--- src/rtl/core/sfcs_pkg.sv ---
// Shared types and constants of the SPI flash command sequencer.
`timescale 1ns / 1ps

package sfcs_pkg;

	// Stream widths
	localparam int IN_W  = 56;
	localparam int OUT_W = 48;

	// Request / item kinds carried in s_tuser
	localparam logic [2:0] FN_READ  = 3'd0;
	localparam logic [2:0] FN_PROG  = 3'd1;
	localparam logic [2:0] FN_SE    = 3'd2;
	localparam logic [2:0] FN_BE    = 3'd3;
	localparam logic [2:0] FN_ID    = 3'd4;
	localparam logic [2:0] FN_HOST  = 3'd5;
	localparam logic [2:0] FN_RX    = 3'd6;

	// Flash opcodes
	localparam logic [7:0] OP_PROGRAM = 8'h02;
	localparam logic [7:0] OP_WREN    = 8'h06;
	localparam logic [7:0] OP_READ    = 8'h03;
	localparam logic [7:0] OP_RDSR    = 8'h05;
	localparam logic [7:0] OP_RDID    = 8'h9F;
	localparam logic [7:0] OP_SE      = 8'h20;
	localparam logic [7:0] OP_BE      = 8'hC7;
	localparam logic [7:0] DUMMY      = 8'hA5;
	localparam int         WIP_BIT    = 0;

	localparam logic [23:0] ADDR_TOP = 24'hFFFFFF;

	typedef enum logic [9:0] {
		PH_IDLE  = 10'b00_0000_0001,
		PH_WREN  = 10'b00_0000_0010,
		PH_CMD   = 10'b00_0000_0100,
		PH_ADDR  = 10'b00_0000_1000,
		PH_RDATA = 10'b00_0001_0000,
		PH_HOST  = 10'b00_0010_0000,
		PH_PDATA = 10'b00_0100_0000,
		PH_RDSR  = 10'b00_1000_0000,
		PH_POLL  = 10'b01_0000_0000,
		PH_ID    = 10'b10_0000_0000
	} phase_t;

	// Result word, packed MSB first so spi_valid lands in bit 0
	typedef struct packed {
		logic        error;
		logic        done_res;
		logic [23:0] id_value;
		logic        id_valid;
		logic        want_data;
		logic [7:0]  read_byte;
		logic        read_valid;
		logic        cs_release_after;
		logic        cs_release_before;
		logic [7:0]  spi_byte;
		logic        spi_valid;
	} res_t;

endpackage

--- src/rtl/core/sfcs_page_mod.sv ---
// Pipelined address-modulo-page unit (reciprocal multiply with one correction).
`timescale 1ns / 1ps

module sfcs_page_mod #(
	parameter int PAGE_BYTES = 256,
	localparam int PW = $clog2(PAGE_BYTES)
) (
	input  logic          clk,
	input  logic          arst_n,
	input  logic          start,
	input  logic [23:0]   addr,
	output logic          rem_valid,
	output logic [PW-1:0] rem
);

	localparam int SH  = 36;
	localparam int RW  = 37 - $clog2(PAGE_BYTES);
	localparam int QW  = RW - 12;
	localparam int MW  = 24 + RW;
	localparam int P2W = QW + 13;
	localparam logic [RW-1:0] RECIP = RW'((64'd1 << SH) / PAGE_BYTES);

	logic           v_s1, v_s2;
	logic [MW-1:0]  p1_s1;
	logic [P2W-1:0] p2_s2;
	logic [23:0]    addr_s1, addr_s2;
	logic [24:0]    rem_est;

	always_ff @(posedge clk or negedge arst_n) begin
		if (!arst_n) begin
			v_s1      <= 1'b0;
			v_s2      <= 1'b0;
			rem_valid <= 1'b0;
		end else begin
			v_s1      <= start;
			v_s2      <= v_s1;
			rem_valid <= v_s2;
		end
	end

	// quotient estimate is exact or one low
	assign rem_est = {1'b0, addr_s2} - 25'(p2_s2);

	always_ff @(posedge clk) begin
		p1_s1   <= MW'(addr) * MW'(RECIP);
		addr_s1 <= addr;
		p2_s2   <= P2W'(p1_s1[MW-1:SH]) * P2W'(PAGE_BYTES);
		addr_s2 <= addr_s1;
		if (rem_est >= 25'(PAGE_BYTES)) begin
			rem <= PW'(rem_est - 25'(PAGE_BYTES));
		end else begin
			rem <= PW'(rem_est);
		end
	end

endmodule

--- src/rtl/core/spi_flash_command_sequencer_top.sv ---
// Top level of the SPI flash command sequencer: input register, sequencer, result register.
`timescale 1ns / 1ps
// A word accepted into the input register reaches the result register on m_tdata.
// Throughput: one word per cycle while the result is not stalled; the sequencer step sits
// between the input and result registers, and a stalled result stops the input register
// once it holds a word. The page-offset unit has its result well before the first data byte.
// Reset: arst_n clears the sequencer to idle and empties both registers.

module spi_flash_command_sequencer_top #(
	parameter int PAGE_BYTES = 256
) (
	input  logic                     clk,
	input  logic                     arst_n,
	input  logic                     s_tvalid,
	output logic                     s_tready,
	// address[23:0], length[39:24], host_byte[47:40], spi_rx_byte[55:48]
	input  logic [sfcs_pkg::IN_W-1:0] s_tdata,
	// func[2:0]
	input  logic [2:0]               s_tuser,
	output logic                     m_tvalid,
	input  logic                     m_tready,
	// spi_valid[0], spi_byte[8:1], cs_release_before[9], cs_release_after[10],
	// read_valid[11], read_byte[19:12], want_data[20], id_valid[21],
	// id_value[45:22], done_res[46], error[47]
	output logic [sfcs_pkg::OUT_W-1:0] m_tdata
);

	localparam int PW = $clog2(PAGE_BYTES);

	// input register
	logic        valid_s1;
	logic [2:0]  func_s1;
	logic [23:0] addr_s1;
	logic [15:0] len_s1;
	logic [7:0]  hb_s1;
	logic [7:0]  rx_s1;
	logic        advance;

	// result register
	logic           out_valid_q;
	sfcs_pkg::res_t out_q;

	// sequencer state
	sfcs_pkg::phase_t phase_q, phase_d;
	logic [2:0]       op_q, op_d;
	logic [23:0]      addr_q, addr_d;
	logic [15:0]      left_q, left_d;
	logic [1:0]       idx_q, idx_d;
	logic [15:0]      id_q, id_d;
	logic [PW-1:0]    rem_q, rem_d;
	sfcs_pkg::res_t   res;
	logic             chunk_end;
	logic [15:0]      left_dec;
	logic             mod_start;
	logic             mod_valid;
	logic [PW-1:0]    mod_rem;

	assign advance  = valid_s1 && (!out_valid_q || m_tready);
	assign s_tready = !valid_s1 || advance;
	assign m_tvalid = out_valid_q;
	assign m_tdata  = out_q;

	always_ff @(posedge clk or negedge arst_n) begin
		if (!arst_n) begin
			valid_s1    <= 1'b0;
			out_valid_q <= 1'b0;
		end else begin
			if (s_tready) begin
				valid_s1 <= s_tvalid;
			end
			if (advance) begin
				out_valid_q <= 1'b1;
			end else if (m_tready) begin
				out_valid_q <= 1'b0;
			end
		end
	end

	always_ff @(posedge clk) begin
		if (s_tready && s_tvalid) begin
			func_s1 <= s_tuser;
			addr_s1 <= s_tdata[23:0];
			len_s1  <= s_tdata[39:24];
			hb_s1   <= s_tdata[47:40];
			rx_s1   <= s_tdata[55:48];
		end
		if (advance) begin
			out_q <= res;
		end
	end

	always_ff @(posedge clk or negedge arst_n) begin
		if (!arst_n) begin
			phase_q <= sfcs_pkg::PH_IDLE;
			op_q    <= '0;
			addr_q  <= '0;
			left_q  <= '0;
			idx_q   <= '0;
			id_q    <= '0;
			rem_q   <= '0;
		end else begin
			phase_q <= phase_d;
			op_q    <= op_d;
			addr_q  <= addr_d;
			left_q  <= left_d;
			idx_q   <= idx_d;
			id_q    <= id_d;
			rem_q   <= rem_d;
		end
	end

	// the next write address starts a page, or the word limit is reached
	assign chunk_end = (left_q <= 16'd1) || (rem_q == PW'(PAGE_BYTES - 1))
		|| (addr_q == sfcs_pkg::ADDR_TOP);
	assign left_dec  = left_q - 16'd1;
	assign mod_start = advance && (phase_q == sfcs_pkg::PH_IDLE) && (func_s1 == sfcs_pkg::FN_PROG);

	sfcs_page_mod #(
		.PAGE_BYTES(PAGE_BYTES)
	) u_page_mod (
		.clk      (clk),
		.arst_n   (arst_n),
		.start    (mod_start),
		.addr     (addr_s1),
		.rem_valid(mod_valid),
		.rem      (mod_rem)
	);

	always_comb begin
		res     = '0;
		phase_d = phase_q;
		op_d    = op_q;
		addr_d  = addr_q;
		left_d  = left_q;
		idx_d   = idx_q;
		id_d    = id_q;
		rem_d   = mod_valid ? mod_rem : rem_q;
		if (advance) begin
			unique case (func_s1) inside
				sfcs_pkg::FN_READ, sfcs_pkg::FN_PROG, sfcs_pkg::FN_SE,
				sfcs_pkg::FN_BE, sfcs_pkg::FN_ID: begin
					if (phase_q == sfcs_pkg::PH_IDLE) begin
						op_d   = func_s1;
						addr_d = addr_s1;
						left_d = len_s1;
						idx_d  = '0;
						if (func_s1 == sfcs_pkg::FN_READ) begin
							res.spi_valid = 1'b1;
							res.spi_byte  = sfcs_pkg::OP_READ;
							phase_d       = sfcs_pkg::PH_CMD;
						end else if (func_s1 == sfcs_pkg::FN_ID) begin
							id_d          = '0;
							res.spi_valid = 1'b1;
							res.spi_byte  = sfcs_pkg::OP_RDID;
							phase_d       = sfcs_pkg::PH_CMD;
						end else if (func_s1 == sfcs_pkg::FN_PROG && len_s1 == 16'd0) begin
							res.done_res = 1'b1;
						end else begin
							res.spi_valid        = 1'b1;
							res.spi_byte         = sfcs_pkg::OP_WREN;
							res.cs_release_after = 1'b1;
							phase_d              = sfcs_pkg::PH_WREN;
						end
					end else begin
						res.error = 1'b1;
					end
				end
				sfcs_pkg::FN_HOST: begin
					if (phase_q == sfcs_pkg::PH_HOST) begin
						res.spi_valid        = 1'b1;
						res.spi_byte         = hb_s1;
						res.cs_release_after = chunk_end;
						phase_d              = sfcs_pkg::PH_PDATA;
					end else begin
						res.error = 1'b1;
					end
				end
				sfcs_pkg::FN_RX: begin
					unique case (phase_q)
						sfcs_pkg::PH_WREN: begin
							res.spi_valid = 1'b1;
							if (op_q == sfcs_pkg::FN_PROG) begin
								res.spi_byte = sfcs_pkg::OP_PROGRAM;
							end else if (op_q == sfcs_pkg::FN_SE) begin
								res.spi_byte = sfcs_pkg::OP_SE;
							end else begin
								res.spi_byte         = sfcs_pkg::OP_BE;
								res.cs_release_after = 1'b1;
							end
							phase_d = sfcs_pkg::PH_CMD;
						end
						sfcs_pkg::PH_CMD: begin
							res.spi_valid = 1'b1;
							if (op_q == sfcs_pkg::FN_BE) begin
								res.spi_byte = sfcs_pkg::OP_RDSR;
								phase_d      = sfcs_pkg::PH_RDSR;
							end else if (op_q == sfcs_pkg::FN_ID) begin
								idx_d        = '0;
								res.spi_byte = sfcs_pkg::DUMMY;
								phase_d      = sfcs_pkg::PH_ID;
							end else begin
								idx_d        = '0;
								res.spi_byte = addr_q[23:16];
								phase_d      = sfcs_pkg::PH_ADDR;
							end
						end
						sfcs_pkg::PH_ADDR: begin
							if (idx_q < 2'd2) begin
								idx_d         = idx_q + 2'd1;
								res.spi_valid = 1'b1;
								res.spi_byte  = (idx_q == 2'd0) ? addr_q[15:8] : addr_q[7:0];
								res.cs_release_after = (idx_q == 2'd1) &&
									(op_q == sfcs_pkg::FN_SE ||
									(op_q == sfcs_pkg::FN_READ && left_q == 16'd0));
							end else if (op_q == sfcs_pkg::FN_READ) begin
								if (left_q == 16'd0) begin
									res.done_res = 1'b1;
									phase_d      = sfcs_pkg::PH_IDLE;
								end else begin
									res.spi_valid        = 1'b1;
									res.spi_byte         = sfcs_pkg::DUMMY;
									res.cs_release_after = (left_q == 16'd1);
									phase_d              = sfcs_pkg::PH_RDATA;
								end
							end else if (op_q == sfcs_pkg::FN_PROG) begin
								res.want_data = 1'b1;
								phase_d       = sfcs_pkg::PH_HOST;
							end else begin
								res.spi_valid = 1'b1;
								res.spi_byte  = sfcs_pkg::OP_RDSR;
								phase_d       = sfcs_pkg::PH_RDSR;
							end
						end
						sfcs_pkg::PH_RDATA: begin
							res.read_valid = 1'b1;
							res.read_byte  = rx_s1;
							left_d         = left_dec;
							if (left_dec == 16'd0) begin
								res.done_res = 1'b1;
								phase_d      = sfcs_pkg::PH_IDLE;
							end else begin
								res.spi_valid        = 1'b1;
								res.spi_byte         = sfcs_pkg::DUMMY;
								res.cs_release_after = (left_dec == 16'd1);
							end
						end
						sfcs_pkg::PH_PDATA: begin
							left_d = left_dec;
							addr_d = addr_q + 24'd1;
							if (addr_q == sfcs_pkg::ADDR_TOP || rem_q == PW'(PAGE_BYTES - 1)) begin
								rem_d = '0;
							end else begin
								rem_d = rem_q + PW'(1);
							end
							if (chunk_end) begin
								res.spi_valid = 1'b1;
								res.spi_byte  = sfcs_pkg::OP_RDSR;
								phase_d       = sfcs_pkg::PH_RDSR;
							end else begin
								res.want_data = 1'b1;
								phase_d       = sfcs_pkg::PH_HOST;
							end
						end
						sfcs_pkg::PH_RDSR: begin
							res.spi_valid = 1'b1;
							res.spi_byte  = sfcs_pkg::DUMMY;
							phase_d       = sfcs_pkg::PH_POLL;
						end
						sfcs_pkg::PH_POLL: begin
							if (rx_s1[sfcs_pkg::WIP_BIT]) begin
								res.spi_valid = 1'b1;
								res.spi_byte  = sfcs_pkg::DUMMY;
							end else begin
								res.cs_release_before = 1'b1;
								if (op_q == sfcs_pkg::FN_PROG && left_q != 16'd0) begin
									// next page
									res.spi_valid        = 1'b1;
									res.spi_byte         = sfcs_pkg::OP_WREN;
									res.cs_release_after = 1'b1;
									phase_d              = sfcs_pkg::PH_WREN;
								end else begin
									res.done_res = 1'b1;
									phase_d      = sfcs_pkg::PH_IDLE;
								end
							end
						end
						sfcs_pkg::PH_ID: begin
							if (idx_q < 2'd2) begin
								id_d                 = {id_q[7:0], rx_s1};
								idx_d                = idx_q + 2'd1;
								res.spi_valid        = 1'b1;
								res.spi_byte         = sfcs_pkg::DUMMY;
								res.cs_release_after = (idx_q == 2'd1);
							end else begin
								res.id_valid = 1'b1;
								res.id_value = {id_q, rx_s1};
								res.done_res = 1'b1;
								phase_d      = sfcs_pkg::PH_IDLE;
							end
						end
						default: begin
							// idle or waiting for host data
							res.error = 1'b1;
						end
					endcase
				end
				default: begin
					res.error = 1'b1;
				end
			endcase
		end
	end

	a_s1_hold: assert property (@(posedge clk) disable iff (!arst_n)
		valid_s1 && !advance |=> valid_s1 && $stable(func_s1) && $stable(rx_s1))
		else $error("input register changed while stalled");

	a_out_hold: assert property (@(posedge clk) disable iff (!arst_n)
		out_valid_q && !m_tready |=> out_valid_q && $stable(out_q))
		else $error("result word changed while stalled");

	a_state_hold: assert property (@(posedge clk) disable iff (!arst_n)
		!advance && !mod_valid |=> $stable(phase_q) && $stable(left_q) && $stable(rem_q))
		else $error("sequencer state moved without a word");

	a_rem_range: assert property (@(posedge clk) disable iff (!arst_n)
		rem_q <= PW'(PAGE_BYTES - 1))
		else $error("page offset out of range");

	a_idx_range: assert property (@(posedge clk) disable iff (!arst_n)
		idx_q != 2'd3)
		else $error("byte index overflow");

endmodule
--- config.mk ---
export PLATFORM = sky130hd
export DESIGN_NAME = spi_flash_command_sequencer_top
export DESIGN_NICKNAME = d
export VERILOG_FILES = /design/src/rtl/core/sfcs_pkg.sv /design/src/rtl/core/sfcs_page_mod.sv /design/src/rtl/core/spi_flash_command_sequencer_top.sv
export SDC_FILE = /design/constraint.sdc
export NUM_CORES = 1
export LEC_CHECK = 0
export BUFFER_PORTS_ARGS = -buffer_cell sky130_fd_sc_hd__buf_2
export CORE_UTILIZATION = 30
export DETAILED_ROUTE_END_ITERATION = 12
export PLACE_DENSITY_LB_ADDON = 0.08
export SLEW_MARGIN = 0
export SYNTH_ARGS = -nofsm -noshare
export SYNTH_HDL_FRONTEND = slang
export SYNTH_SLANG_ARGS = --single-unit
--- constraint.sdc ---
create_clock -name clk -period 4.5 [get_ports clk]
set_input_delay 0.675 -clock clk [delete_from_list [all_inputs] [get_ports clk]]
set_output_delay 0.675 -clock clk [all_outputs]
set_load 0.005 [all_outputs]
Word-level counts from Yosys, hierarchy flattened

Cells that the tools add are included.

Register bits after elaboration: 263
Bits in read-only memories: 0
RAM bits: 0
Bits in latches: 0
Input port bits: 63
Memories: 0

Add/subtract/negate cells: 6
Multipliers: 0
Equal/unequal tests: 42
Magnitude comparators: 3
Divide/modulo/power cells: 0
Shift operators: 0
Bitwise gates (word level): 2
Reductions and logical operators: 40
Muxes and demuxes: 103

Operators with widths:

| cell                                                                   | count |
|---|---|
| 10-bit 2-to-1 mux                                                      | 12 |
| 16-bit 2-to-1 mux                                                      | 7 |
| 8-bit 2-to-1 mux                                                       | 13 |
| 9-bit 2-to-1 mux                                                       | 10 |
| 10-bit case mux with 8 select lines                                    | 1 |
| 9-bit case mux with 8 select lines                                     | 1 |
| 16-bit case mux with 2 select lines                                    | 2 |
| 16-bit zero test                                                       | 3 |
| 24-bit 2-to-1 mux                                                      | 2 |
| 24-bit case mux with 2 select lines                                    | 1 |
| 1-bit 2-to-1 mux                                                       | 33 |
| 16-bit by 1-bit equality test with 1-bit output, second input constant | 2 |
| 10-bit case mux with 3 select lines                                    | 1 |
| 9-bit case mux with 3 select lines                                     | 1 |
| 26-bit 2-to-1 mux                                                      | 1 |
| 25-bit by 9-bit >= comparator with 1-bit output, second input constant | 1 |
| 24-bit by 24-bit subtractor with 25-bit output                         | 1 |
| 24-bit by 1-bit adder with 24-bit output, second input constant        | 1 |
| 24-bit equality test, second input constant                            | 1 |
| 16-bit by 1-bit <= comparator with 1-bit output, second input constant | 1 |
| 4-bit 2-to-1 mux                                                       | 4 |
| 16-bit nonzero test                                                    | 1 |
| 16-bit by 1-bit subtractor with 16-bit output, second input constant   | 1 |
| 3-bit != test, second input constant                                   | 5 |
| 49 further kinds                                                       | 90 |

Longest topological paths before layout

Word-level depth: 7
Gate-level depth with buffers: 11
Depth with buffers taken out: 9

Cells and area by module

A second synthesis with hierarchy kept.

Cell total of the unflattened synthesis: 934
Area total of the unflattened synthesis: 9873.2 um^2

Modules (own cells, without submodules):

| module                          | cells an instance | times used | area an instance (um^2) |
|---|---|---|---|
| spi_flash_command_sequencer_top | 907               | 1          | 9317.7 |
| sfcs_page_mod                   | 27                | 1          | 555.5 |

Least setup slack after synthesis

No wires, ideal clock.

Path type: input-to-reg
Start point: in m_tready
End point: reg left_q[8]
Setup time: 87 ps
Arrival time: 2772 ps
Path buffers: 1
Slack: 1641 ps
Cell stages on the path: 8
Cells stage by stage: nand2b_1 > nand2_1 > inv_1 > nand2_1 > nor2_1 > clkbuf_1 > o21ai_0 > a22oi_1

Word-level cells in the longest chain between the ends: 3

Ends and longest elaborated chain:

| element                       | RTL line                               | text |
|---|---|---|
| start: declaration            | spi_flash_command_sequencer_top.sv:21  | `input logic m_tready,` |
| 1-bit logical OR              | spi_flash_command_sequencer_top.sv:58  | `assign advance = valid_s1 && (!out_valid_q \|\| m_tready);` |
| 1-bit logical AND             | spi_flash_command_sequencer_top.sv:58  |  |
| net advance                   | spi_flash_command_sequencer_top.sv:37  | `logic advance;` |
| 4-bit AND reduction (no line) | n/a                                    |  |
| end signal: assignment        | spi_flash_command_sequencer_top.sv:105 | `left_q <= left_d;` |
| end: declaration              | spi_flash_command_sequencer_top.sv:47  | `logic [15:0] left_q, left_d;` |

The timed path passes the listed nets, and every way through them passes these cells.
A chain may end at the register's enable or synchronous reset.

==> impl_metrics.env <==
export IMPL_status="finished, final reports clean"
export IMPL_finalCriticalPeriod_ns=3.39
export IMPL_skew_ns=0.0108
export IMPL_finalSetupTns_ns=0
export IMPL_dp_hpwl_um=20000
export IMPL_path_cells="inv_1, ha_1, or3b_2, nor3_1, a21oi_1, o31ai_1, o21ai_0, a211oi_1, o21ai_0"
export IMPL_cp_startpoint="left_q[0]$_DFFE_PN0P_"
export IMPL_end_kind="flop"
export IMPL_ys_ff_latch=215
export IMPL_num_antenna_cells=0
export IMPL_crit_reg2reg_launch="left_q[0]$_DFFE_PN0P_"
export IMPL_slowest_stage="nor3_1"
export IMPL_p_per_area_mw_per_mm2=452
export IMPL_p_sw_uw=1480
export IMPL_synth_edf_count=107
export IMPL_finalNetCount=1125
export IMPL_cts_setup_buffers=0
export IMPL_rows=66
export IMPL_via_per_inst=5.05
export IMPL_combPwrFrac_pct=13.4
export IMPL_clock_path_buffers=3
export IMPL_worstPathMaxFanout=9
export IMPL_internal_power_uw=3870
export IMPL_ir_worst_vdd_v=0.000243
export IMPL_insertion_delay_ns=0.53
export IMPL_cts_sinks=215
export IMPL_avgSynthCellArea_um2=10.4
export IMPL_async_reset_ff_share_pct=39.1
export IMPL_clk_pin_slew_ns=0.06
export IMPL_crit_top_cell="o21ai_0"
export IMPL_finalSetupViolations=0
export IMPL_ys_seq_area_share_pct=58.4
export IMPL_yosys_area_top_type="edfxtp_1"
export IMPL_max_freq_ghz=0.295
export IMPL_yosys_warnings=0
export IMPL_grt_pass1_wl_um=44100
export IMPL_cts_hold_buffers=0
export IMPL_ios=113
export IMPL_grt_total_usage_pct=16.9
export IMPL_synthMostInstantiatedCell="nand2_1"
export IMPL_p_leak_uw=0.00457
export IMPL_yosysUniqueCellTypes=75
export IMPL_dr_pass1_iters=5
export IMPL_synth_top_area_share_pct=32.4
export IMPL_critPathRequiredTime_ns=4.75
export IMPL_die_y_um=184
export IMPL_cts_repair_resized=0
export IMPL_syn2layout_area_growth_pct=19.0
export IMPL_cts_htree_levels=1
export IMPL_p_clk_share_pct=40.0
export IMPL_cts_tree="built"
export IMPL_gr_total_overflow=0
export IMPL_hold_violations=0
export IMPL_slew_headroom_pct=28.9
export IMPL_r2r_slack_ns=1.11
export IMPL_critical_path_class="flop to flop"
export IMPL_grt_pass1_vias=7498
export IMPL_p_sw_share_pct=27.6
export IMPL_initial_utilization_pct=30.5
export IMPL_r2r_cells=9
export IMPL_worstSetupStartpointType="flop"
export IMPL_hp_class="input pin to asynchronous set/reset pin"
export IMPL_grt_start_max_net_pins=88
export IMPL_timing_rr_end="m_tdata[1]$_DFFE_PP_"
export IMPL_syn_nets=1024
export IMPL_die_area_mm2=0.0338
export IMPL_num_vias=7661
export IMPL_hold_worst_slack_ns=0.226
export IMPL_ant_nets=0
export IMPL_wl_um=28500
export IMPL_crit_end="m_tdata[1]$_DFFE_PP_"
export IMPL_drv_cap=0
export IMPL_syn_inst=953
export IMPL_numCtsBuffers=26
export IMPL_final_layout_size_suffix_gt1_share_pct=18.3
export IMPL_io_buffer_count=112
export IMPL_globalplace_congestion=0.870
export IMPL_worstPathArrival_ns=3.64
export IMPL_worstMarginPinSlew_ns=1.06
export IMPL_netlist_top_cells_area="edfxtp_1, dfrtp_1, dfxtp_1"
export IMPL_synth_area_mm2=0.00992
export IMPL_fp_dieW_um=184
export IMPL_ys_flop_type="edfxtp_1"
export IMPL_antenna_found_initial=0
export IMPL_seq_power_share_pct=46.6
export IMPL_routedWlPerCell_um=18.8
export IMPL_drc_errors=0
export IMPL_core_area_mm2=0.0325
export IMPL_ys_top_cells_by_count="nand2_1, edfxtp_1, o21ai_0, dfrtp_1, a21oi_1"
export IMPL_min_period_over_period_pct=75.4
export IMPL_clockRootBuffer="clkbuf_16"
export IMPL_rsz0062_at_grt="no"
export IMPL_slowest_delay_ns=0.59
export IMPL_finalMaxSlewViolations=0
export IMPL_drtIter0Drc=593
## layer usage
layer / part of all wire (%) / wire [um] / vias up / GRT usage (%)
met4: 2.8 / 797 / 0 / 5.20
met1: 47 / 13400 / 3671 / 23.7
li1: - / - / 3726 / -
met3: 5.2 / 1490 / 53 / 2.65
met5: 0 / 0 / - / 0
met2: 45 / 12800 / 211 / 26.7
## cell families (layout without fill, tap and decap cells)
family	after synthesis	after routing	synth area share, %
and+or+nand+nor	368	368	19.2
AOI/OAI and AO/OA	272	272	16.5
DFF	215	215	58.4
buffers and inverters	72	193	3.06
muxes	12	12	1.32
adders and majority gates	8	8	1.01
xor gates and xnor gates	6	6	0.529
## metrics by stage
| step | worst slack, ns | power (uW) | util (%) | area (um^2) | std cells |
|---|---|---|---|---|---|
| 2_1_floorplan | 1.64 | 2920 | - | 9920 | 953 |
| 3_3_place_gp | 1.26 | 3250 | 33.6 | 10900 | 1468 |
| 3_5_place_dp | 1.13 | 3240 | 33.6 | 10900 | 1468 |
| 4_1_cts | 1.11 | 5420 | 36.3 | 11800 | 1516 |
| 5_1_grt | 0.762 | 5600 | 36.3 | 11800 | 1516 |
| 6_report | 1.11 | 5340 | 36.3 | 11800 | 1516 |
## layout make-up
cell class | count | area (um^2)
tap | 442 | 553
timing repair buffer | 127 | 676
inverter | 18 | 67.6
multi-input combinational | 666 | 3840
clock buffer | 40 | 756
sequential | 215 | 5800
clock inverter | 8 | 119
fill | 3370 | 20700
## state kept, by name, indices dropped and copies added (netlist names), 10 cells and up
| register | cells |
|---|---|
| m_tdata | 48 |
| addr_q | 24 |
| addr_s1 | 24 |
| len_s1 | 16 |
| id_q | 16 |
| left_q | 16 |
| phase_q | 10 |
## worst min path at each step
stage	from	end	slack [ns]
6_report	arst_n	addr_q[8]$_DFFE_PN0P_	0.23
5_1_grt	arst_n	addr_q[8]$_DFFE_PN0P_	0.30
4_1_cts	arst_n	addr_q[8]$_DFFE_PN0P_	0.27
3_5_place_dp	u_page_mod.addr_s1[7]$_DFF_P_	u_page_mod.addr_s2[7]$_DFF_P_	0.31
3_3_place_gp	u_page_mod.addr_s1[0]$_DFF_P_	u_page_mod.addr_s2[0]$_DFF_P_	0.31
2_1_floorplan	u_page_mod.addr_s1[0]$_DFF_P_	u_page_mod.addr_s2[0]$_DFF_P_	0.31
## placed cells by master, fill, tap and decap left out, types with 5 or more instances in the layout
cell       instances
inv_1             17
or3_1              9
clkbuf_16         28
nand2_1          112
and2_1            29
nand3b_1           5
edfxtp_1         107
nand4_1            7
a21oi_1           76
o211ai_1           6
dfxtp_1           24
dfrtp_1           83
ha_1               8
and3_1            19
o21ai_0           96
clkbuf_1          11
nor2_1            57
or2_2              7
o31ai_1            7
nor4_1            11
nor2b_1            9
nor3b_1            9
a31oi_1           10
mux2_2             5
buf_4             16
buf_2            111
mux2i_1            6
nor3_1            26
o22ai_1           17
a211oi_1           7
nand3_1           34
nand2b_1           8
a21o_1             5
a22oi_1            8
## power groups by stage
stage | combinational [uW] | sequential (uW) | clock, uW
after global placement | 726 | 2530 | 0
after floorplan | 490 | 2440 | 0
after global routing | 804 | 2520 | 2280
after CTS | 721 | 2490 | 2210
final | 714 | 2490 | 2140
after detailed placement | 716 | 2530 | 0
## worst max-delay path, delay by kind of cell (launching register included)
family,cells,cell delay [ns]
simple gates,2,1.12
buf+inv,1,0.12
fa+ha+maj,1,0.33
compound gates,5,1.08
flops,1,0.46
Power figures use the tool's default switching activity.
